File: src/rtl/lae_pkg.sv
// shared types, constants and helper functions of the led animation engine
`default_nettype none

package lae_pkg;

    localparam int MAX_COLORS = 8;
    localparam int NUM_LEDS   = 6;
    localparam int COLOR_CAP  = (MAX_COLORS < 8) ? MAX_COLORS : 8;

    localparam int LED_W      = 6;
    localparam int CH_W       = 8;
    localparam int PER_W      = 16;
    localparam int CNT_W      = 4;
    localparam int CODES_W    = 24;
    localparam int SLOT_W     = 3;
    localparam int CODE_W     = 3;
    localparam int MODE_W     = 2;
    localparam int CFG_IDX_W  = 3;
    localparam int CFG_DATA_W = 24;
    localparam int DIVQ_W     = PER_W + 1;
    localparam int ITER_W     = $clog2(DIVQ_W + 1);
    localparam int PROD_W     = PER_W + CNT_W;
    localparam int FRAC_BITS  = 8;
    localparam int FRAC_W     = FRAC_BITS + 1;
    localparam int MIX_W      = CH_W + FRAC_W;

    localparam logic [CNT_W-1:0]  N_CAP    = CNT_W'(COLOR_CAP);
    localparam logic [FRAC_W-1:0] FRAC_ONE = FRAC_W'(1 << FRAC_BITS);
    localparam logic [LED_W-1:0]  LED_KEEP = (NUM_LEDS >= LED_W) ? {LED_W{1'b1}}
                                           : LED_W'((64'd1 << NUM_LEDS) - 64'd1);

    // register indexes
    localparam logic [CFG_IDX_W-1:0] CFG_ENABLE = 3'd0;
    localparam logic [CFG_IDX_W-1:0] CFG_MODE   = 3'd1;
    localparam logic [CFG_IDX_W-1:0] CFG_PERIOD = 3'd2;
    localparam logic [CFG_IDX_W-1:0] CFG_OFFSET = 3'd3;
    localparam logic [CFG_IDX_W-1:0] CFG_COUNT  = 3'd4;
    localparam logic [CFG_IDX_W-1:0] CFG_CODES  = 3'd5;
    localparam logic [CFG_IDX_W-1:0] CFG_MASK   = 3'd6;

    // animation modes
    localparam logic [MODE_W-1:0] MODE_SNAP = 2'd0;
    localparam logic [MODE_W-1:0] MODE_FADE = 2'd1;

    // palette codes
    localparam logic [CODE_W-1:0] COL_BLACK  = 3'd0;
    localparam logic [CODE_W-1:0] COL_RED    = 3'd1;
    localparam logic [CODE_W-1:0] COL_GREEN  = 3'd2;
    localparam logic [CODE_W-1:0] COL_BLUE   = 3'd3;
    localparam logic [CODE_W-1:0] COL_YELLOW = 3'd4;
    localparam logic [CODE_W-1:0] COL_WHITE  = 3'd5;
    localparam logic [CODE_W-1:0] COL_ORANGE = 3'd6;

    localparam logic [CH_W-1:0] CH_FULL = 8'd255;
    localparam logic [CH_W-1:0] CH_HALF = 8'd128;

    // channel sequence of the blend step
    localparam logic [1:0] CH_RED   = 2'd0;
    localparam logic [1:0] CH_GREEN = 2'd1;
    localparam logic [1:0] CH_BLUE  = 2'd2;

    typedef struct packed {
        logic [CH_W-1:0] red;
        logic [CH_W-1:0] green;
        logic [CH_W-1:0] blue;
    } t_rgb;

    typedef enum logic [3:0] {
        S_IDLE,
        S_SEG,
        S_LEN,
        S_CHK,
        S_MOD,
        S_STEP,
        S_FSET,
        S_FRAC,
        S_MIX,
        S_EMIT
    } t_state;

    typedef struct packed {
        logic              start;
        logic [PER_W-1:0]  rem_init;
        logic [DIVQ_W-1:0] dq_init;
        logic [PER_W-1:0]  divisor;
        logic [ITER_W-1:0] iters;
    } t_div_req;

    typedef struct packed {
        logic              done;
        logic [DIVQ_W-1:0] quot;
        logic [PER_W-1:0]  rem;
    } t_div_rsp;

    function automatic logic [CNT_W-1:0] used_colors(input logic [CNT_W-1:0] count);
        logic [CNT_W-1:0] n;
        n = count;
        if (count == '0) begin
            n = CNT_W'(1);
        end else if (count > N_CAP) begin
            n = N_CAP;
        end
        return n;
    endfunction

    function automatic logic [CODE_W-1:0] slot_code(input logic [CODES_W-1:0] codes,
                                                    input logic [SLOT_W-1:0]  slot);
        return codes[CODE_W*int'(slot) +: CODE_W];
    endfunction

    function automatic t_rgb code_rgb(input logic [CODE_W-1:0] code);
        t_rgb c;
        c = '0;
        unique case (code)
            COL_BLACK:  c = '0;
            COL_RED:    c.red = CH_FULL;
            COL_GREEN:  c.green = CH_FULL;
            COL_BLUE:   c.blue = CH_FULL;
            COL_YELLOW: begin
                c.red   = CH_FULL;
                c.green = CH_FULL;
            end
            COL_WHITE: begin
                c.red   = CH_FULL;
                c.green = CH_FULL;
                c.blue  = CH_FULL;
            end
            COL_ORANGE: begin
                c.red   = CH_FULL;
                c.green = CH_HALF;
            end
            default:    c = '0;
        endcase
        return c;
    endfunction

endpackage

`default_nettype wire

File: src/rtl/lae_ifs.sv
// valid/ready channel interfaces for tick items and color result items
`default_nettype none

interface lae_in_if;
    logic valid;
    logic ready;
    logic advance;

    modport source (output valid, output advance, input ready);
    modport sink (input valid, input advance, output ready);
endinterface

interface lae_out_if;
    logic                          valid;
    logic                          ready;
    logic [lae_pkg::LED_W-1:0]     target_leds;
    logic [lae_pkg::CH_W-1:0]      red;
    logic [lae_pkg::CH_W-1:0]      green;
    logic [lae_pkg::CH_W-1:0]      blue;

    modport source (output valid, output target_leds, output red, output green,
                    output blue, input ready);
    modport sink (input valid, input target_leds, input red, input green,
                  input blue, output ready);
endinterface

`default_nettype wire

File: src/rtl/lae_div.sv
// bit-serial restoring divider, one quotient bit per cycle
`default_nettype none

module lae_div (
    input  logic              i_clk,
    input  logic              i_rst_n,
    input  lae_pkg::t_div_req i_req,
    output lae_pkg::t_div_rsp o_rsp
);

    logic                                r_busy, n_busy;
    logic                                r_done, n_done;
    logic [lae_pkg::ITER_W-1:0]          r_cnt, n_cnt;
    logic [lae_pkg::PER_W-1:0]           r_rem, n_rem;
    logic [lae_pkg::DIVQ_W-1:0]          r_dq, n_dq;
    logic [lae_pkg::PER_W-1:0]           r_div, n_div;

    logic [lae_pkg::PER_W:0]             w_sh;
    logic [lae_pkg::PER_W:0]             w_diff;
    logic                                w_ge;

    // partial remainder shifted by one dividend bit
    assign w_sh   = {r_rem, r_dq[lae_pkg::DIVQ_W-1]};
    assign w_ge   = (w_sh >= {1'b0, r_div});
    assign w_diff = w_sh - {1'b0, r_div};

    always_comb begin
        n_busy = r_busy;
        n_done = 1'b0;
        n_cnt  = r_cnt;
        n_rem  = r_rem;
        n_dq   = r_dq;
        n_div  = r_div;
        if (i_req.start) begin
            n_busy = 1'b1;
            n_cnt  = i_req.iters;
            n_rem  = i_req.rem_init;
            n_dq   = i_req.dq_init;
            n_div  = i_req.divisor;
        end else if (r_busy) begin
            n_rem = w_ge ? w_diff[lae_pkg::PER_W-1:0] : w_sh[lae_pkg::PER_W-1:0];
            n_dq  = {r_dq[lae_pkg::DIVQ_W-2:0], w_ge};
            n_cnt = r_cnt - lae_pkg::ITER_W'(1);
            if (r_cnt == lae_pkg::ITER_W'(1)) begin
                n_busy = 1'b0;
                n_done = 1'b1;
            end
        end
    end

    always_ff @(posedge i_clk) begin
        if (!i_rst_n) begin
            r_busy <= 1'b0;
            r_done <= 1'b0;
            r_cnt  <= '0;
        end else begin
            r_busy <= n_busy;
            r_done <= n_done;
            r_cnt  <= n_cnt;
        end
    end

    always_ff @(posedge i_clk) begin
        r_rem <= n_rem;
        r_dq  <= n_dq;
        r_div <= n_div;
    end

    assign o_rsp.done = r_done;
    assign o_rsp.quot = r_dq;
    assign o_rsp.rem  = r_rem;

endmodule

`default_nettype wire

File: src/rtl/led_animation_engine_core.sv
// top level of the led animation engine: registers, tick sequencer, blend and output stage
// Each accepted tick item drives one step of an RGB LED animation and yields at most one
// color item for the LEDs in led_mask. Snap mode shows palette slot 0 solid when one color
// is in use, or blinks slots 0 and 1 after an optional start offset when two are in use; fade
// mode walks the palette and blends each color linearly into the next with a Q1.8 fraction.
// One item is worked on at a time; the input is ready again once the result sits in the
// output register, which holds it until taken. How long a tick takes is set by one shared
// bit-serial divider (17 steps) that a fade tick may run twice, for the segment length and
// for the position inside the segment, plus an 8-step run for the blend fraction and a
// channel-serial blend over red, green and blue. Registers are written through the plain
// write port and are meant to change only while no tick is in flight.
`default_nettype none

module led_animation_engine_core (
    input  logic                               i_clk,
    input  logic                               i_rst_n,
    input  logic                               i_cfg_we,
    input  logic [lae_pkg::CFG_IDX_W-1:0]      i_cfg_idx,
    input  logic [lae_pkg::CFG_DATA_W-1:0]     i_cfg_data,
    lae_in_if.sink                             i_in,
    lae_out_if.source                          o_out
);

    // configuration registers
    logic                            r_enable;
    logic [lae_pkg::MODE_W-1:0]      r_mode;
    logic [lae_pkg::PER_W-1:0]       r_period;
    logic [lae_pkg::PER_W-1:0]       r_offset;
    logic [lae_pkg::CNT_W-1:0]       r_count;
    logic [lae_pkg::CODES_W-1:0]     r_codes;
    logic [lae_pkg::LED_W-1:0]       r_mask;

    // animation state
    lae_pkg::t_state                 r_state, n_state;
    logic [lae_pkg::PER_W-1:0]       r_cycle, n_cycle;
    logic [lae_pkg::PER_W-1:0]       r_seg, n_seg;
    logic [lae_pkg::SLOT_W-1:0]      r_cur, n_cur;
    logic [lae_pkg::SLOT_W-1:0]      r_next, n_next;
    logic                            r_pend, n_pend;
    logic                            r_fade, n_fade;

    // per-item working registers
    logic [lae_pkg::PER_W-1:0]       r_len, n_len;
    logic [lae_pkg::FRAC_W-1:0]      r_frac, n_frac;
    logic [1:0]                      r_ch, n_ch;
    lae_pkg::t_rgb                   r_res, n_res;

    // output register
    logic                            r_ovalid, n_ovalid;
    logic [lae_pkg::LED_W-1:0]       r_oleds, n_oleds;
    lae_pkg::t_rgb                   r_orgb, n_orgb;

    lae_pkg::t_div_req               w_req;
    lae_pkg::t_div_rsp               w_rsp;

    logic                            w_acc;
    logic                            w_ofree;
    logic [lae_pkg::CNT_W-1:0]       w_n;
    logic [lae_pkg::CNT_W-1:0]       w_n1;
    logic [lae_pkg::PER_W-1:0]       w_c1;
    logic                            w_restart;
    logic [lae_pkg::PROD_W-1:0]      w_prod;
    logic [lae_pkg::SLOT_W-1:0]      w_cnew;
    logic [lae_pkg::SLOT_W-1:0]      w_adv_cur;
    logic [lae_pkg::SLOT_W-1:0]      w_adv_next;
    lae_pkg::t_rgb                   w_slot0_rgb;
    lae_pkg::t_rgb                   w_cur_rgb;
    lae_pkg::t_rgb                   w_next_rgb;
    logic [lae_pkg::CH_W-1:0]        w_a;
    logic [lae_pkg::CH_W-1:0]        w_b;
    logic [lae_pkg::MIX_W-1:0]       w_mix;

    lae_div u_div (
        .i_clk   (i_clk),
        .i_rst_n (i_rst_n),
        .i_req   (w_req),
        .o_rsp   (w_rsp)
    );

    // register write port, no read-back
    always_ff @(posedge i_clk) begin
        if (!i_rst_n) begin
            r_enable <= 1'b0;
            r_mode   <= lae_pkg::MODE_SNAP;
            r_period <= lae_pkg::PER_W'(1);
            r_offset <= '0;
            r_count  <= lae_pkg::CNT_W'(1);
            r_codes  <= '0;
            r_mask   <= '0;
        end else if (i_cfg_we) begin
            unique case (i_cfg_idx)
                lae_pkg::CFG_ENABLE: r_enable <= i_cfg_data[0];
                lae_pkg::CFG_MODE:   r_mode   <= i_cfg_data[lae_pkg::MODE_W-1:0];
                lae_pkg::CFG_PERIOD: r_period <= i_cfg_data[lae_pkg::PER_W-1:0];
                lae_pkg::CFG_OFFSET: r_offset <= i_cfg_data[lae_pkg::PER_W-1:0];
                lae_pkg::CFG_COUNT:  r_count  <= i_cfg_data[lae_pkg::CNT_W-1:0];
                lae_pkg::CFG_CODES:  r_codes  <= i_cfg_data[lae_pkg::CODES_W-1:0];
                lae_pkg::CFG_MASK:   r_mask   <= i_cfg_data[lae_pkg::LED_W-1:0];
                default: ;
            endcase
        end
    end

    // handshakes
    assign i_in.ready = (r_state == lae_pkg::S_IDLE);
    assign w_acc      = i_in.valid && i_in.ready;
    assign w_ofree    = !r_ovalid || o_out.ready;

    // colors in use, clamped to the palette size
    assign w_n  = lae_pkg::used_colors(r_count);
    assign w_n1 = w_n - lae_pkg::CNT_W'(1);

    assign w_c1      = r_cycle + lae_pkg::PER_W'(1);
    // a new cycle starts at count zero or once the period is used up
    assign w_restart = (r_cycle == '0) || (r_cycle >= r_period);
    assign w_prod    = lae_pkg::PROD_W'(r_seg) * lae_pkg::PROD_W'(w_n);

    // slot advance at a segment boundary: blink jumps to the second color,
    // fade moves on and wraps the blend target at the end of the palette
    assign w_cnew = r_cur + lae_pkg::SLOT_W'(1);
    always_comb begin
        if (r_fade) begin
            w_adv_cur  = w_cnew;
            w_adv_next = ({1'b0, w_cnew} >= w_n1) ? '0 : (w_cnew + lae_pkg::SLOT_W'(1));
        end else begin
            w_adv_cur  = lae_pkg::SLOT_W'(1);
            w_adv_next = r_next;
        end
    end

    assign w_slot0_rgb = lae_pkg::code_rgb(lae_pkg::slot_code(r_codes, '0));
    assign w_cur_rgb   = lae_pkg::code_rgb(lae_pkg::slot_code(r_codes, r_cur));
    assign w_next_rgb  = lae_pkg::code_rgb(lae_pkg::slot_code(r_codes, r_next));

    // one channel of the blend per cycle
    always_comb begin
        unique case (r_ch)
            lae_pkg::CH_RED: begin
                w_a = w_cur_rgb.red;
                w_b = w_next_rgb.red;
            end
            lae_pkg::CH_GREEN: begin
                w_a = w_cur_rgb.green;
                w_b = w_next_rgb.green;
            end
            default: begin
                w_a = w_cur_rgb.blue;
                w_b = w_next_rgb.blue;
            end
        endcase
    end

    // cur*(1-f) + next*f, rounded
    assign w_mix = lae_pkg::MIX_W'(w_a) * lae_pkg::MIX_W'(lae_pkg::FRAC_ONE - r_frac)
                 + lae_pkg::MIX_W'(w_b) * lae_pkg::MIX_W'(r_frac)
                 + lae_pkg::MIX_W'(lae_pkg::CH_HALF);

    // tick sequencer
    always_comb begin
        n_state  = r_state;
        n_cycle  = r_cycle;
        n_seg    = r_seg;
        n_cur    = r_cur;
        n_next   = r_next;
        n_pend   = r_pend;
        n_fade   = r_fade;
        n_len    = r_len;
        n_frac   = r_frac;
        n_ch     = r_ch;
        n_res    = r_res;
        n_ovalid = r_ovalid;
        n_oleds  = r_oleds;
        n_orgb   = r_orgb;
        w_req    = '0;

        if (r_ovalid && o_out.ready) begin
            n_ovalid = 1'b0;
        end

        unique case (r_state)
            lae_pkg::S_IDLE: begin
                if (w_acc && i_in.advance && r_enable) begin
                    if (r_mode == lae_pkg::MODE_SNAP) begin
                        if (w_n == lae_pkg::CNT_W'(1)) begin
                            // solid color, no state change
                            n_res   = w_slot0_rgb;
                            n_state = lae_pkg::S_EMIT;
                        end else if (w_n == lae_pkg::CNT_W'(2)) begin
                            n_fade = 1'b0;
                            if (r_pend) begin
                                // start offset: count ticks with no output
                                if ((r_offset != '0) && (w_c1 < r_offset)) begin
                                    n_cycle = w_c1;
                                end else begin
                                    n_pend  = 1'b0;
                                    n_cycle = '0;
                                    n_state = lae_pkg::S_SEG;
                                end
                            end else begin
                                n_state = lae_pkg::S_SEG;
                            end
                        end
                    end else if (r_mode == lae_pkg::MODE_FADE) begin
                        n_fade  = 1'b1;
                        n_state = lae_pkg::S_SEG;
                    end
                end
            end

            lae_pkg::S_SEG: begin
                if (w_restart) begin
                    n_cur   = '0;
                    n_cycle = '0;
                    n_seg   = '0;
                    if (r_fade) begin
                        n_next = (w_n > lae_pkg::CNT_W'(1)) ? lae_pkg::SLOT_W'(1) : '0;
                    end
                    n_state = lae_pkg::S_STEP;
                end else if (r_fade) begin
                    // segment length ceil(period / colors)
                    w_req.start    = 1'b1;
                    w_req.rem_init = '0;
                    w_req.dq_init  = lae_pkg::DIVQ_W'(r_period) + lae_pkg::DIVQ_W'(w_n)
                                   - lae_pkg::DIVQ_W'(1);
                    w_req.divisor  = lae_pkg::PER_W'(w_n);
                    w_req.iters    = lae_pkg::ITER_W'(lae_pkg::DIVQ_W);
                    n_state        = lae_pkg::S_LEN;
                end else begin
                    // blink half period, rounded up
                    n_len   = lae_pkg::PER_W'((lae_pkg::DIVQ_W'(r_period)
                                               + lae_pkg::DIVQ_W'(1)) >> 1);
                    n_state = lae_pkg::S_CHK;
                end
            end

            lae_pkg::S_LEN: begin
                if (w_rsp.done) begin
                    n_len   = (w_rsp.quot == '0) ? lae_pkg::PER_W'(1)
                                                 : w_rsp.quot[lae_pkg::PER_W-1:0];
                    n_state = lae_pkg::S_CHK;
                end
            end

            lae_pkg::S_CHK: begin
                if (r_seg < r_len) begin
                    // short segment count: remainder is the count itself
                    if (r_seg == '0) begin
                        n_cur  = w_adv_cur;
                        n_next = w_adv_next;
                        n_seg  = '0;
                    end
                    n_state = lae_pkg::S_STEP;
                end else begin
                    w_req.start    = 1'b1;
                    w_req.rem_init = '0;
                    w_req.dq_init  = {1'b0, r_seg};
                    w_req.divisor  = r_len;
                    w_req.iters    = lae_pkg::ITER_W'(lae_pkg::DIVQ_W);
                    n_state        = lae_pkg::S_MOD;
                end
            end

            lae_pkg::S_MOD: begin
                if (w_rsp.done) begin
                    if (w_rsp.rem == '0) begin
                        n_cur  = w_adv_cur;
                        n_next = w_adv_next;
                        n_seg  = '0;
                    end
                    n_state = lae_pkg::S_STEP;
                end
            end

            lae_pkg::S_STEP: begin
                n_cycle = w_c1;
                n_seg   = r_seg + lae_pkg::PER_W'(1);
                if (r_fade) begin
                    n_state = lae_pkg::S_FSET;
                end else begin
                    n_res   = w_cur_rgb;
                    n_state = lae_pkg::S_EMIT;
                end
            end

            lae_pkg::S_FSET: begin
                n_ch = lae_pkg::CH_RED;
                // fraction saturates at one once seg*n reaches the period,
                // and always for a zero period
                if (w_prod >= lae_pkg::PROD_W'(r_period)) begin
                    n_frac  = lae_pkg::FRAC_ONE;
                    n_state = lae_pkg::S_MIX;
                end else begin
                    w_req.start    = 1'b1;
                    w_req.rem_init = w_prod[lae_pkg::PER_W-1:0];
                    w_req.dq_init  = '0;
                    w_req.divisor  = r_period;
                    w_req.iters    = lae_pkg::ITER_W'(lae_pkg::FRAC_BITS);
                    n_state        = lae_pkg::S_FRAC;
                end
            end

            lae_pkg::S_FRAC: begin
                if (w_rsp.done) begin
                    n_frac  = {1'b0, w_rsp.quot[lae_pkg::FRAC_BITS-1:0]};
                    n_state = lae_pkg::S_MIX;
                end
            end

            lae_pkg::S_MIX: begin
                unique case (r_ch)
                    lae_pkg::CH_RED:   n_res.red   = w_mix[lae_pkg::FRAC_BITS +: lae_pkg::CH_W];
                    lae_pkg::CH_GREEN: n_res.green = w_mix[lae_pkg::FRAC_BITS +: lae_pkg::CH_W];
                    default:           n_res.blue  = w_mix[lae_pkg::FRAC_BITS +: lae_pkg::CH_W];
                endcase
                if (r_ch == lae_pkg::CH_BLUE) begin
                    n_state = lae_pkg::S_EMIT;
                end else begin
                    n_ch = r_ch + 2'd1;
                end
            end

            lae_pkg::S_EMIT: begin
                // hand the item over once the output register is free
                if (w_ofree) begin
                    n_ovalid = 1'b1;
                    n_oleds  = r_mask & lae_pkg::LED_KEEP;
                    n_orgb   = r_res;
                    n_state  = lae_pkg::S_IDLE;
                end
            end

            default: n_state = lae_pkg::S_IDLE;
        endcase
    end

    always_ff @(posedge i_clk) begin
        if (!i_rst_n) begin
            r_state  <= lae_pkg::S_IDLE;
            r_cycle  <= '0;
            r_seg    <= '0;
            r_cur    <= '0;
            r_next   <= lae_pkg::SLOT_W'(1);
            r_pend   <= 1'b1;
            r_fade   <= 1'b0;
            r_ch     <= lae_pkg::CH_RED;
            r_ovalid <= 1'b0;
        end else begin
            r_state  <= n_state;
            r_cycle  <= n_cycle;
            r_seg    <= n_seg;
            r_cur    <= n_cur;
            r_next   <= n_next;
            r_pend   <= n_pend;
            r_fade   <= n_fade;
            r_ch     <= n_ch;
            r_ovalid <= n_ovalid;
        end
    end

    always_ff @(posedge i_clk) begin
        r_len   <= n_len;
        r_frac  <= n_frac;
        r_res   <= n_res;
        r_oleds <= n_oleds;
        r_orgb  <= n_orgb;
    end

    assign o_out.valid       = r_ovalid;
    assign o_out.target_leds = r_oleds;
    assign o_out.red         = r_orgb.red;
    assign o_out.green       = r_orgb.green;
    assign o_out.blue        = r_orgb.blue;

endmodule

`default_nettype wire

File: src/flat_wrapper.sv
// flat-port wrapper written by rule: the top's interface ports become plain ports
module led_animation_engine_core_flat 
  (i_clk, i_rst_n, i_cfg_we, i_cfg_idx, i_cfg_data, i_in_valid, i_in_advance, i_in_ready, o_out_valid, o_out_target_leds, o_out_red, o_out_green, o_out_blue, o_out_ready);
  lae_in_if i_in_i ();
  lae_out_if o_out_i ();
  input  logic i_clk;
  input  logic i_rst_n;
  input  logic i_cfg_we;
  input  logic [lae_pkg::CFG_IDX_W-1:0] i_cfg_idx;
  input  logic [lae_pkg::CFG_DATA_W-1:0] i_cfg_data;
  input wire logic [$bits(i_in_i.valid)-1:0] i_in_valid;
  input wire logic [$bits(i_in_i.advance)-1:0] i_in_advance;
  output wire logic [$bits(i_in_i.ready)-1:0] i_in_ready;
  output wire logic [$bits(o_out_i.valid)-1:0] o_out_valid;
  output wire logic [$bits(o_out_i.target_leds)-1:0] o_out_target_leds;
  output wire logic [$bits(o_out_i.red)-1:0] o_out_red;
  output wire logic [$bits(o_out_i.green)-1:0] o_out_green;
  output wire logic [$bits(o_out_i.blue)-1:0] o_out_blue;
  input wire logic [$bits(o_out_i.ready)-1:0] o_out_ready;
  assign i_in_i.valid = i_in_valid;
  assign i_in_i.advance = i_in_advance;
  assign i_in_ready = i_in_i.ready;
  assign o_out_valid = o_out_i.valid;
  assign o_out_target_leds = o_out_i.target_leds;
  assign o_out_red = o_out_i.red;
  assign o_out_green = o_out_i.green;
  assign o_out_blue = o_out_i.blue;
  assign o_out_i.ready = o_out_ready;
  led_animation_engine_core u_core (.i_clk(i_clk), .i_rst_n(i_rst_n), .i_cfg_we(i_cfg_we), .i_cfg_idx(i_cfg_idx), .i_cfg_data(i_cfg_data), .i_in(i_in_i), .o_out(o_out_i));
endmodule
File: config.mk
export PLATFORM = sky130hd
export DESIGN_NAME = led_animation_engine_core_flat
export DESIGN_NICKNAME = d
export VERILOG_FILES = /design/src/rtl/lae_pkg.sv /design/src/rtl/lae_ifs.sv /design/src/rtl/lae_div.sv /design/src/rtl/led_animation_engine_core.sv /design/src/flat_wrapper.sv
export SDC_FILE = /design/constraint.sdc
export NUM_CORES = 1
export LEC_CHECK = 0
export BUFFER_PORTS_ARGS = -buffer_cell sky130_fd_sc_hd__buf_2
export CAP_MARGIN = 20
export CORE_MARGIN = 2
export CORE_UTILIZATION = 55
export CTS_CLUSTER_DIAMETER = 30
export DETAILED_ROUTE_END_ITERATION = 12
export GPL_TIMING_DRIVEN = 0
export PLACE_DENSITY = 0.72
export SYNTH_ARGS = -nofsm -noshare
export SYNTH_HDL_FRONTEND = slang
export SYNTH_SLANG_ARGS = --single-unit
File: constraint.sdc
create_clock -name i_clk -period 10.9 [get_ports i_clk]
set_input_delay 0.545 -clock i_clk [delete_from_list [all_inputs] [get_ports i_clk]]
set_output_delay 0.545 -clock i_clk [all_outputs]
set_load 0.05 [all_outputs]
# == After elaboration in Yosys (flattened, before gate mapping) ==
# Cells that the tools add are included.
# op_classes
n_addsub,14
multipliers,5
n_div,0
magnitude_cmp,8
eq_ne,68
shift,2
muxes,104
n_bitwise,3
reduce_logical,59
# op_table
operator,count
$mux 16,18
$mux 55,4
$pmux 55 s3,1
$mux 24,4
$pmux 8 s2,5
$mux 8,9
$pmux 24 s3,1
$mux 4,17
$pmux 16 s4,1
$shiftx 24x32->3,2
$logic_not 16->1,3
$pmux 16 s3,1
$mux 3,14
$pmux 4 s10,1
$eq 3x3->1 const B,12
$ne 2x2->1 const B,18
$mux 17,2
$add 16x1->16 const B,2
$lt 16x16->1,2
$pmux 16 s2,1
$reduce_and 6->1,5
$eq 3x2->1 const B,8
$ge 20x16->1,1
$mul 16x4->20,1
other kinds (59),130
# totals
ff_bits,251
latch_bits,0
ram_bits,0
rom_bits,0
inputBits,33
out_inout_bits,32
wordCells,294
mem_count,0

# == Logic depth before layout (Yosys ltp) ==
# Gate-level depths: netlist of the first run.
# logic_depth
depth_word,11
mapped_depth,31
mapped_depth_nobuf,29

# == Hierarchy ==
# A second synthesis of the first run with hierarchy kept.
# hier_totals
cells_unflattened,2361
hier_area_um2,21518.1
# modules_own_cells
mod,n_inst,cells_per_inst,area_each_um2,seq_area_each_um2
led_animation_engine_core,1,2053,18066.1,4694.5
lae_div,1,308,3452.1,1611.5

# == Least setup slack after synthesis of the first run ==
# Ideal clock, no wire load.
# synth_path
kind,reg2reg
startpoint,reg u_core.r_cur[1] in the netlist's numbering
endpoint,reg u_core.r_res[20] in the netlist's numbering (data pin)
setup_ns,0.276
t_arrival_ns,7.309
t_required_ns,10.624
setup_slack_ns,3.315
path_stages_with_launch,29
n_path_buf,2
period_less_slack_ns,7.585
cell_sequence,dfxtp_1 buf_6 mux4_2 mux2i_1 nand2_1 o31ai_1 a221o_1 clkbuf_1 and2_1 fa_1 fa_1 inv_1 fa_1 inv_1 fa_1 fa_1 inv_1 fa_1 inv_1 ha_1 inv_1 o21ai_0 or3_1 a31oi_1 nor2_1 o21a_1 or3_1 nand3_1 nand2_1
# synth_lines
item,line_no,text
from (decl),led_animation_engine_core.sv:37,"logic [lae_pkg::SLOT_W-1:0] r_cur, n_cur;"
from (signal assigned),led_animation_engine_core.sv:351,r_cur <= n_cur;
to (signal assigned),led_animation_engine_core.sv:363,r_res <= n_res;
to (decl),led_animation_engine_core.sv:46,"lae_pkg::t_rgb r_res, n_res;"

==> results of run 1 <==
## metrics by stage
step | hold slack (ps) | cell area (µm²)
finish | 193.6 | 23870
global route | 185.5 | 23870
CTS | 173.8 | 23860
global placement | 405.8 | 21880
detailed placement | 405.4 | 21950
floorplan | 400.3 | 20930
## synthesized netlist by cell type (19+ instances only)
cell and count:
inv_1 323, nand2_1 301, ha_1 207, nor2_1 159, a21oi_1 136, fa_1 136, edfxtp_1 128, dfxtp_1 123
o21ai_0 114, clkbuf_1 75, xnor2_1 72, nor3_1 46, nand3_1 37, a21o_1 34, xor2_1 34, mux2i_1 32
a22oi_1 22, and2_1 22, nor2b_1 22, and3_1 19, nand2b_1 19
## kinds of logic after synthesis
family,count (synthesis)
XOR/XNOR,108
AND/OR/NAND/NOR,711
buffers and inverters,413
adder cells (fa/ha/maj),343
AO/OA/AOI/OAI,429
other,1
multiplexers,65
flip-flops,251
## worst register-to-register path, delay by kind of cell (launching register included)
kind	cells	cell delay, ps
AOI/OAI and AO/OA	8	1990
adders and majority gates	7	3510
buffers and inverters	5	720
DFF	1	380
muxes	2	750
and+or+nand+nor	6	1080
## area by class of cell
| cell class | instances | share of cell area |
|---|---|---|
| timing repair buffer | 72 | 0.01614 |
| inverter | 327 | 0.05152 |
| tap | 511 | 0.02678 |
| multi-input combinational | 1657 | 0.5468 |
| sequential | 251 | 0.2642 |
| clock buffer | 61 | 0.06027 |
| buffer | 86 | 0.01441 |
| clock inverter | 39 | 0.01992 |
## registers in the layout (all words and copies together) (netlist names), 3 cells and up
signal / count
u_core.r_next: 3
u_core.u_div.r_div: 16
u_core.r_len: 16
u_core.o_out.blue: 8
u_core.r_cur: 3
u_core.o_out.green: 8
u_core.r_mask: 6
u_core.r_count: 4
u_core.o_out.target_leds: 6
u_core.u_div.r_rem: 16
u_core.r_seg: 16
u_core.r_frac: 9
u_core.o_out.red: 8
u_core.r_state: 4
u_core.r_offset: 16
u_core.r_cycle: 16
u_core.r_period: 16
u_core.u_div.r_cnt: 5
u_core.r_codes: 24
u_core.r_res: 24
u_core.u_div.r_dq: 17
## worst min path at each step
stage,startpoint,end,slack [ps],cells after the start
2_1_floorplan,u_core.r_res[0],u_core.o_out.blue[0],400,0
3_3_place_gp,u_core.r_res[17],u_core.o_out.red[1],410,0
3_5_place_dp,u_core.r_res[17],u_core.o_out.red[1],410,0
4_1_cts,i_cfg_data[21],u_core.r_codes[21],170,3
5_1_grt,i_cfg_data[21],u_core.r_codes[21],190,3
6_report,i_cfg_data[21],u_core.r_codes[21],190,3
## metal layers
layer | part of all wire | wire (µm) | global-route usage
met1 | 0.41 | 23680 | 0.3668
met2 | 0.48 | 27280 | 0.4952
met3 | 0.072 | 4097 | 0.05502
met4 | 0.037 | 2136 | 0.1205
met5 | 0.00026 | 15 | 0
## power groups by stage
stage / registers, mW / clock network (mW) / logic (mW)
3_5_place_dp: 1.13 / 0 / 0.744
3_3_place_gp: 1.13 / 0 / 0.713
4_1_cts: 1.11 / 1.71 / 0.748
5_1_grt: 1.12 / 1.76 / 0.845
6_report: 1.11 / 1.70 / 0.759
2_1_floorplan: 1.14 / 0 / 0.509
## cell usage in the layout (no fill, tap or decap), drive strengths merged, types with 37 or more instances in the layout
| cell type | instances |
|---|---|
| inv | 338 |
| nand2 | 302 |
| ha | 207 |
| nor2 | 159 |
| clkbuf | 139 |
| fa | 136 |
| a21oi | 136 |
| edfxtp | 128 |
| dfxtp | 123 |
| o21ai | 119 |
| buf | 80 |
| xnor2 | 73 |
| nor3 | 46 |
| nand3 | 37 |
==> qor.yml, run 1 <==
status:
  status: "complete, no violations"
timing:
  slew_headroom: 0.3496
  period_share: 0.7974
  fin_setup_tns_ps: 0
  skew_ps: 23.23
  fmax_ghz: 0.1151
  hold_viol: 0
  worst_slew_pin_slew_ps: 974.6
  slew_viol_final: 0
  layout_setup_ws_ps: 2209
  finalSetupViolations: 0
  rsz0062_at_grt: "false"
  min_period_ps: 8691
power_and_ir_drop:
  total_power_mw: 3.569
  max-vdd-ir-drop_v: 0.0001438
  power_switching_mw: 1.106
  p_leak_nw: 10.75
  internal-power_mw: 2.463
  pwr-share-clk: 0.476
  p_per_area_mw_per_mm2: 149.5
  p_seq_frac: 0.312
  p_sw_frac: 0.3098
  p_comb_frac: 0.213
floorplanning:
  rows: 71
  die_y_um: 199.1
  num_io_pins: 65
  die_w_um: 199.1
  die_area_mm2: 0.03962
  core_area_mm2: 0.03758
  initial_utilization: 0.5569
global_routing:
  overflow: 0
  antenna_found_initial: 1
  grt_usage: 0.2921
  grt_pass1_vias: 17180
  grt_pass1_wl_um: 89950
  grt_max_degree: 34
clocking:
  postCtsHoldBufs: 0
  clock-root-buffer: "clkbuf_16"
  h-tree-depth: 2
  cts_buffer_depth: 3
  postCtsSetupBuffers: 0
  clk_latency_ps: 590
  tritoncts: "built"
  clk_pin_slew_ps: 50
  ctsResizeCount: 0
  numCtsBuffers: 53
  cts.sinks: 251
route:
  drt_wl_total_um: 57210
  drt_iter0_drc: 1242
  wl_per_cell_um: 19.05
  via_count: 17330
  postRouteAntennaNets: 0
  routed_via_density: 5.768
  dr.pass1.iters: 6
  drcViolationCount: 0
critical_path:
  crit_arrival_ps: 9010
  worst-path-stages: 28
  crit_start: "u_core.r_cur[1]"
  crit_required_ps: 11220
  path_class: "flip-flop to flip-flop"
  crit_end: "u_core.r_res[4]"
  rrSetupSlack_ps: 2210
  start_kind: "flip-flop"
  rr_startpoint: "u_core.r_cur[1]"
  crit_family: "adder cells"
  cp_slowest_cell: "fa_1"
  critPathMostFrequentCell: "fa_1"
  crit_buf_inv: 5
  cp_max_fo: 10
  rr_endpoint: "u_core.r_res[4]"
  reg2reg_depth: 28
  end_kind: "flip-flop"
  max_stage_delay_ps: 630
synthesis:
  yosysTopAreaCell: "edfxtp_1"
  synth_xor_area_frac: 0.04622
  synth_simple_gate_area_frac: 0.1557
  ys_seq_area_frac: 0.3014
  synth-compound-area-share: 0.1278
  synth_edf_count: 128
  synth_ff_type: "edfxtp_1"
  netlist_area_mm2: 0.02093
  synth_cell_type_count: 86
  synthTopCellsByArea: "edfxtp_1, fa_1, ha_1"
  synthAdderAreaFrac: 0.2539
  syn_inst: 2321
  syn_avg_cell_area_um2: 9.016
  synth_nets: 2697
  yosys_warnings: 0
  synth_top_family_by_area: "adder cells"
  synthArstFlopShare: 0
  yosys.area.top_type_share: 0.1837
  synthMuxAreaShare: 0.03964
  ys_seq_elements: 251
cells_and_area:
  num_antenna_cells: 0
  fin_cells: 3004
  drive_above_1_share: 0.08945
  regArea_mm2: 0.006306
  area_delta_synth_final_pct: 14.09
  finalNetCount: 2824
  n_fill_cell: 3137
  multi_input_area_mm2: 0.01305
  final_util: 0.6353
run:
  max_cap_violations: 0
placement:
  finalWeightedCongestion: 0.9951
  placement.io_buffers: 64
  hpwlAfterDp_um: 45430
  post-place-ws_ps: 2403
  dp_cells: 2902
hold_path:
  hp-class: "input port to flip-flop"
Power figures use the tool's default switching activity.
==> run 2, diff against run 1 <==
--- a/config.mk
+++ b/config.mk
@@ -5,6 +5,7 @@
 export SDC_FILE = /design/constraint.sdc
 export NUM_CORES = 1
 export LEC_CHECK = 0
+export ABC_AREA = 1
 export BUFFER_PORTS_ARGS = -buffer_cell sky130_fd_sc_hd__buf_2
 export CAP_MARGIN = 20
 export CORE_MARGIN = 2
@@ -12,7 +13,7 @@
 export CTS_CLUSTER_DIAMETER = 30
 export DETAILED_ROUTE_END_ITERATION = 12
 export GPL_TIMING_DRIVEN = 0
-export PLACE_DENSITY = 0.72
+export PLACE_DENSITY = 0.75
 export SYNTH_ARGS = -nofsm -noshare
 export SYNTH_HDL_FRONTEND = slang
 export SYNTH_SLANG_ARGS = --single-unit
==> constraint.sdc (replaced) <==
create_clock -name i_clk -period 7.8 [get_ports i_clk]
set_input_delay 0.39 -clock i_clk [delete_from_list [all_inputs] [get_ports i_clk]]
set_output_delay 0.39 -clock i_clk [all_outputs]
set_load 0.05 [all_outputs]
==> run 2 against run 1 <==
Against the previous run:
- global-route usage up 1.9 points
- clock-buffer cell count up 7
- register-to-register slack got worse by 1800 ps
- clock power is 56% higher
- die area rose by 1.0%
- synthesized area up 1.0%
- critical path depth rose by 1
- worst hold slack got worse by 170 ps
- synthesized cell count up 14%
- via count grew 9.7%
==> qor.yml, run 2 <==
status:
  status: "complete, no violations"  # unchanged
clocking:
  clk_pin_slew_ps: 50  # about the same
  clock-root-buffer: "clkbuf_16"  # unchanged
  numCtsBuffers: 59  # was 53
  cts_buffer_depth: 3  # unchanged
  tritoncts: "built"  # unchanged
  clk_latency_ps: 600  # was 590 ps
  cts.sinks: 251  # unchanged
  h-tree-depth: 2  # unchanged
floorplanning:
  die_y_um: 200.0  # was 199.1 µm
  die_area_mm2: 0.04002  # was 0.03962 mm²
  die_w_um: 200.0  # was 199.1 µm
  rows: 71  # unchanged
  num_io_pins: 65  # unchanged
  core_area_mm2: 0.03776  # was 0.03758 mm²
  initial_utilization: 0.5599  # was 0.5569
timing:
  holdWs_ps: 21.30  # was 193.6 ps
  finalSetupViolations: 0  # unchanged
  worst_slew_pin_slew_ps: 983.9  # was 974.6 ps
  slew_headroom: 0.3390  # was 0.3496
  skew_ps: 25.93  # was 23.23 ps
  hold_viol: 0  # unchanged
  min_period_ps: 7392  # was 8691 ps
  period_share: 0.9476  # was 0.7974
  slew_viol_final: 0  # unchanged
  fmax_ghz: 0.1353  # was 0.1151 GHz
  fin_setup_tns_ps: 0  # unchanged
critical_path:
  crit_required_ps: 8110  # was 11,220 ps
  crit_arrival_ps: 7710  # was 9010 ps
  end_kind: "flip-flop"  # unchanged
  crit_end: "u_core.r_res[13]"  # was u_core.r_res[4]
  crit_buf_inv: 6  # was 5
  cp_slowest_cell: "fa_1"  # unchanged
  start_kind: "flip-flop"  # unchanged
  reg2reg_depth: 29  # was 28
  rr_endpoint: "u_core.r_res[13]"  # was u_core.r_res[4]
  rr_startpoint: "u_core.r_frac[0]"  # was u_core.r_cur[1]
  rrSetupSlack_ps: 410  # was 2210 ps
  path_class: "flip-flop to flip-flop"  # unchanged
  crit_start: "u_core.r_frac[0]"  # was u_core.r_cur[1]
  crit_family: "adder cells"  # unchanged
  cp_max_fo: 6  # was 10
  max_stage_delay_ps: 560  # was 630 ps
  worst-path-stages: 29  # was 28
cells_and_area:
  n_fill_cell: 3134  # was 3,137
  drive_above_1_share: 0.08847  # was 0.08945
  final_common_cell: "inv_1"  # unchanged
  num_antenna_cells: 0  # unchanged
  final_util: 0.6470  # was 0.6353
  finalNetCount: 3163  # was 2,824
  mostFrequentLayoutCells: "inv_1, nand2_1, ha_1"  # unchanged
  reg_top3: "u_core.r_codes x24, u_core.r_res x24, u_core.u_div.r_dq x17"  # unchanged
  area_delta_synth_final_pct: 15.55  # was 14.09%
power_and_ir_drop:
  total_power_mw: 6.324  # was 3.569 mW
  max-vdd-ir-drop_v: 0.0002530  # was 0.0001438 V
  p_per_area_mw_per_mm2: 258.9  # was 149.5 mW/mm²
  p_leak_nw: 11.66  # was 10.75 nW
route:
  drcViolationCount: 0  # unchanged
  drt_iter0_drc: 1793  # was 1,242
  via_count: 19010  # was 17.33k
  routed_via_density: 5.677  # was 5.768
  dr.pass1.iters: 6  # unchanged
  postRouteAntennaNets: 0  # unchanged
  drt_wl_total_um: 60530  # was 57,210 µm
  wl_per_cell_um: 18.08  # was 19.05 µm
global_routing:
  grt_pass1_wl_um: 96750  # was 89,950 µm
  grt_pass1_vias: 18970  # was 17.18k
  grt_max_degree: 35  # was 34
  antenna_found_initial: 0  # was 1
  grt_usage: 0.3109  # was 0.2921
  overflow: 0  # unchanged
synthesis:
  syn_avg_cell_area_um2: 7.965  # was 9.016 µm²
  yosysMostFrequentCell: "inv_1"  # unchanged
  netlist_area_mm2: 0.02114  # was 0.02093 mm²
  synth_simple_gate_area_frac: 0.1970  # was 0.1557
  yosys.area.top_type_share: 0.1818  # was 0.1837
  synthArstFlopShare: 0  # unchanged
  synthTopCellsByArea: "edfxtp_1, fa_1, ha_1"  # unchanged
  yosysTopAreaCell: "edfxtp_1"  # unchanged
  yosys_warnings: 0  # unchanged
  synth_cell_type_count: 56  # was 86
  ys_seq_area_frac: 0.2983  # was 0.3014
  synth_nets: 3030  # was 2,697
  synth-compound-area-share: 0.1214  # was 0.1278
  synth_xor_area_frac: 0.02942  # was 0.04622
  synthMuxAreaShare: 0  # was 0.03964
  synth_ff_type: "edfxtp_1"  # unchanged
  netlist_top_cells_count: "inv_1, nand2_1, ha_1"  # unchanged
  synthAdderAreaFrac: 0.2513  # was 0.2539
  ys_seq_elements: 251  # unchanged
  syn_inst: 2654  # was 2,321
  synth_top_family_by_area: "adder cells"  # unchanged
  synth_edf_count: 128  # unchanged
hold_path:
  hp-start: "i_cfg_data[23]"  # was i_cfg_data[21]
  hold-path-cell-count: 3  # unchanged
  hp-class: "input port to flip-flop"  # unchanged
placement:
  finalWeightedCongestion: 0.9856  # was 0.9951
  hpwlAfterDp_um: 47000  # was 45,430 µm
  placement.io_buffers: 64  # unchanged
run:
  max_cap_violations: 0  # unchanged
==> run 2: cell types whose count changed in the layout (fill, tap and decap cells not counted), sizes merged, moves of 25 or more <==
cell / delta
clkbuf: -25
a21oi: +60
o21ai: +46
nand2: +196
mux2i: -33
nand3: +107
o22ai: +25
a21o: -28
inv: +172
xnor2: -48
nor2: +47
==> run 2: timing repair <==
| action | in CTS | in global routing |
|---|---|---|
| buffers inserted | 0 | 3 |
| pin swaps | 0 | 2 |
| endpoints found under the setup margin | 33 | 105 |
| hold buffers | 1 | 0 |
| hold endpoints to repair | 1 | 0 |
| resized for setup | 1 | 25 |
==> run 2: worst min path at each step <==
| stage | slack, ps | endpoint |
|---|---|---|
| floorplan | 400 | u_core.o_out.blue[0] |
| global placement | 400 | u_core.o_out.red[3] |
| detailed placement | 410 | u_core.o_out.green[5] |
| CTS | 0.4 | u_core.r_codes[23] |
| global route | 20 | u_core.r_codes[23] |
| finish | 20 | u_core.r_codes[23] |
==> run 2: area by class of cell <==
type                            instances  area, µm²  area share
Sequential cell                       251       6307      0.2582
Inverter                              505       1898     0.07771
Timing Repair Buffer                   72      382.9     0.01567
Multi-Input combinational cell       1836      12770      0.5226
Clock inverter                         43      600.6     0.02459
Buffer                                 62      269.0     0.01101
Clock buffer                           68       1563     0.06398
Tap cell                              511      639.4     0.02618
==> run 2: through the flow <==
step | std cells | instance area, µm² | setup WS [ps]
3_3_place_gp | 3229 | 22100 | -402.0
3_5_place_dp | 3233 | 22140 | 54.61
2_1_floorplan | 2654 | 21140 | 1353
6_report | 3348 | 24430 | 408.5
4_1_cts | 3345 | 24320 | 225.3
5_1_grt | 3348 | 24430 | -35.34
==> run 2: cells by family (layout without fill, tap and decap cells) <==
group                      after synthesis  in the layout
and+or+nand+nor                        958            958
buffers and inverters                  567            750
AOI/OAI and AO/OA                      463            463
adders and majority gates              343            343
DFF                                    251            251
xor gates and xnor gates                71             71
other                                    1              1
==> run 2: layer usage <==
layer / routed length [µm] / global-route usage / vias up
met5: 0 / 0 / -
met4: 2312 / 0.1191 / 0
met3: 4706 / 0.04755 / 161
met2: 28550 / 0.5287 / 815
met1: 24960 / 0.4004 / 9042
li1: - / - / 8989
==> run 2: worst reg2reg max path, delay by kind of cell (launching register included) <==
kind / cells / cell delay, ps
adder cells (fa/ha/maj): 8 / 3580
AND/OR/NAND/NOR: 14 / 2050
buffers and inverters: 6 / 770
flip-flops: 1 / 420
XOR/XNOR: 1 / 280
==> run 2: report_power, final <==
group          switching [mW]  internal [mW]
clock network           0.844           1.81
registers              0.0643           1.55
logic                    1.42          0.632
total                    2.33           3.99
==> run 3, diff against run 2 <==
--- a/config.mk
+++ b/config.mk
@@ -12,8 +12,7 @@
 export CORE_UTILIZATION = 55
 export CTS_CLUSTER_DIAMETER = 30
 export DETAILED_ROUTE_END_ITERATION = 12
-export GPL_TIMING_DRIVEN = 0
-export PLACE_DENSITY = 0.75
+export PLACE_DENSITY = 0.72
 export SYNTH_ARGS = -nofsm -noshare
 export SYNTH_HDL_FRONTEND = slang
 export SYNTH_SLANG_ARGS = --single-unit
==> constraint.sdc (replaced) <==
create_clock -name i_clk -period 7.4 [get_ports i_clk]
set_input_delay 0.37 -clock i_clk [delete_from_list [all_inputs] [get_ports i_clk]]
set_output_delay 0.37 -clock i_clk [all_outputs]
set_load 0.05 [all_outputs]
==> run 3 against run 2 <==
Against the previous run:
- clock skew shrank 12 ps
- routed wire length shrank 5.4%
- critical path depth is the same
- final cell count shrank 1.0%
- non-clock buffer count shrank 38
- sequential cell count is the same
==> qor.yml, run 3 (synthesis gave the netlist of run 2 again) <==
floorplanning:
  num_io_pins: 65  # unchanged
  die_area_mm2: 0.04002  # unchanged
  die_y_um: 200.0  # unchanged
  die_w_um: 200.0  # unchanged
  core_area_mm2: 0.03776  # unchanged
  initial_utilization: 0.5599  # unchanged
  rows: 71  # unchanged
timing:
  hold_viol: 0  # unchanged
  worst_slew_pin_slew_ps: 1129  # was 983.9 ps
  min_period_ps: 6991  # was 7392 ps
  period_share: 0.9447  # was 0.9476
  skew_ps: 14.35  # was 25.93 ps
  fmax_ghz: 0.1430  # was 0.1353 GHz
  finalSetupViolations: 0  # unchanged
  holdWs_ps: 18.87  # was 21.30 ps
  slew_headroom: 0.2437  # was 0.3390
  fin_setup_tns_ps: 0  # unchanged
  slew_viol_final: 0  # unchanged
clocking:
  cts.sinks: 251  # unchanged
  cts_buffer_depth: 3  # unchanged
  clk_pin_slew_ps: 50  # about the same
  numCtsBuffers: 60  # was 59
  h-tree-depth: 2  # unchanged
  clock-root-buffer: "clkbuf_16"  # unchanged
  clk_latency_ps: 600  # about the same
  tritoncts: "built"  # unchanged
cells_and_area:
  finalNetCount: 3127  # was 3,163
  final_common_cell: "inv_1"  # unchanged
  num_antenna_cells: 0  # unchanged
  reg_top3: "u_core.r_codes x24, u_core.r_res x24, u_core.u_div.r_dq x17"  # unchanged
  n_fill_cell: 3199  # was 3,134
  drive_above_1_share: 0.09172  # was 0.08847
  area_delta_synth_final_pct: 14.28  # was 15.55%
  mostFrequentLayoutCells: "inv_1, nand2_1, ha_1"  # unchanged
critical_path:
  crit_required_ps: 7720  # was 8110 ps
  cp_slowest_cell: "fa_1"  # unchanged
  crit_start: "u_core.r_frac[0]"  # unchanged
  rr_endpoint: "u_core.r_res[13]"  # unchanged
  path_class: "flip-flop to flip-flop"  # unchanged
  rr_startpoint: "u_core.r_frac[0]"  # unchanged
  rrSetupSlack_ps: 410  # about the same
  reg2reg_depth: 29  # unchanged
  start_kind: "flip-flop"  # unchanged
  max_stage_delay_ps: 540  # was 560 ps
  crit_arrival_ps: 7310  # was 7710 ps
  cp_max_fo: 6  # unchanged
  end_kind: "flip-flop"  # unchanged
hold_path:
  hold-path-cell-count: 3  # unchanged
  hp-start: "i_cfg_data[17]"  # was i_cfg_data[23]
  hold_end: "u_core.r_codes[17]"  # was u_core.r_codes[23]
  hp-class: "input port to flip-flop"  # unchanged
global_routing:
  antenna_found_initial: 0  # unchanged
  grt_pass1_vias: 18300  # was 18.97k
  overflow: 0  # unchanged
  grt_usage: 0.2948  # was 0.3109
  grt_pass1_wl_um: 92340  # was 96,750 µm
  grt_max_degree: 84  # was 35
power_and_ir_drop:
  p_leak_nw: 11.59  # was 11.66 nW
  max-vdd-ir-drop_v: 0.0002282  # was 0.0002530 V
  p_per_area_mw_per_mm2: 264.4  # was 258.9 mW/mm²
route:
  dr.pass1.iters: 8  # was 6
  drt_iter0_drc: 1652  # was 1,793
  drt_wl_total_um: 57270  # was 60,530 µm
  routed_via_density: 5.563  # was 5.677
  via_count: 18430  # was 19.01k
  wl_per_cell_um: 17.29  # was 18.08 µm
  drcViolationCount: 0  # unchanged
  postRouteAntennaNets: 0  # unchanged
placement:
  placement.io_buffers: 64  # unchanged
  hpwlAfterDp_um: 44390  # was 47,000 µm
  finalWeightedCongestion: 0.9606  # was 0.9856
run:
  max_cap_violations: 0  # unchanged
status:
  status: "complete, no violations"  # unchanged
[run 3: cell count changes in the layout (fill, tap and decap cells not counted), moves of 5 or more]
| cell | change |
|---|---|
| buf_2 | -9 |
| buf_4 | +21 |
| bufinv_16 | -6 |
| clkbuf_1 | -40 |
| clkinv_1 | +6 |
| clkinv_2 | +5 |
| nor2_1 | +5 |
[run 3: report_power, final]
| group | total [mW] | leakage (nW) | internal, mW | switching, mW |
|---|---|---|---|---|
| Sequential | 1.70 | 2.17 | 1.64 | 0.0652 |
| Combinational | 2.12 | 8.44 | 0.661 | 1.46 |
| Clock | 2.57 | 0.971 | 1.72 | 0.846 |
| Total | 6.39 | 11.6 | 4.02 | 2.37 |
[run 3: final cells by class]
class | instances | area, µm² | share of cell area
inverters | 505 | 1902 | 0.07873
well taps | 511 | 639.4 | 0.02647
flip-flops and latches | 251 | 6310 | 0.2612
clock buffers | 74 | 1617 | 0.06692
repair buffers | 96 | 563.0 | 0.02331
repair inverters | 1 | 7.507 | 0.0003108
clock inverters | 39 | 384.1 | 0.01590
multi-input cells | 1836 | 12730 | 0.5272
[run 3: worst max-delay path by stage]
stage                     slack, ps          endpoint  depth (start not counted)
after floorplan                 950   u_core.r_res[5]                         32
after global placement          420   u_core.r_res[3]                         28
after detailed placement        180   u_core.r_res[3]                         26
after CTS                        40   u_core.r_res[3]                         26
after global routing            -40   u_core.r_res[5]                         29
final                           410  u_core.r_res[13]                         29
[run 3: layer usage]
metal / wire length, µm / GRT usage
met5: 0 / 0
met3: 4555 / 0.06032
met1: 24230 / 0.3881
met2: 27270 / 0.4941
met4: 1212 / 0.08258
[run 3: through the flow]
step	std cells	instance area (µm²)	power, mW	utilization	setup slack (ps)
after floorplan	2654	21140	3.283	-	952.7
after global placement	3194	22040	3.678	0.5838	422.8
after detailed placement	3195	22050	3.751	0.5840	180.6
after CTS	3310	24070	6.346	0.6375	43.22
after global routing	3313	24160	6.799	0.6398	-37.45
final	3313	24160	6.388	0.6398	409.3
[run 3: worst max-delay path: cells and delay by family (launching register included)]
| family | cells | cell delay (ps) |
|---|---|---|
| adder cells (fa/ha/maj) | 8 | 3500 |
| AND/OR/NAND/NOR | 11 | 1430 |
| buffers and inverters | 7 | 720 |
| flip-flops | 1 | 400 |
| AO/OA/AOI/OAI | 2 | 390 |
| XOR/XNOR | 1 | 250 |
[run 3: timing repair]
action,CTS,global route
setup endpoints to repair,0,27
gates resized for setup,0,26
setup buffers,0,2
hold buffers,2,0
hold endpoints to repair,2,0
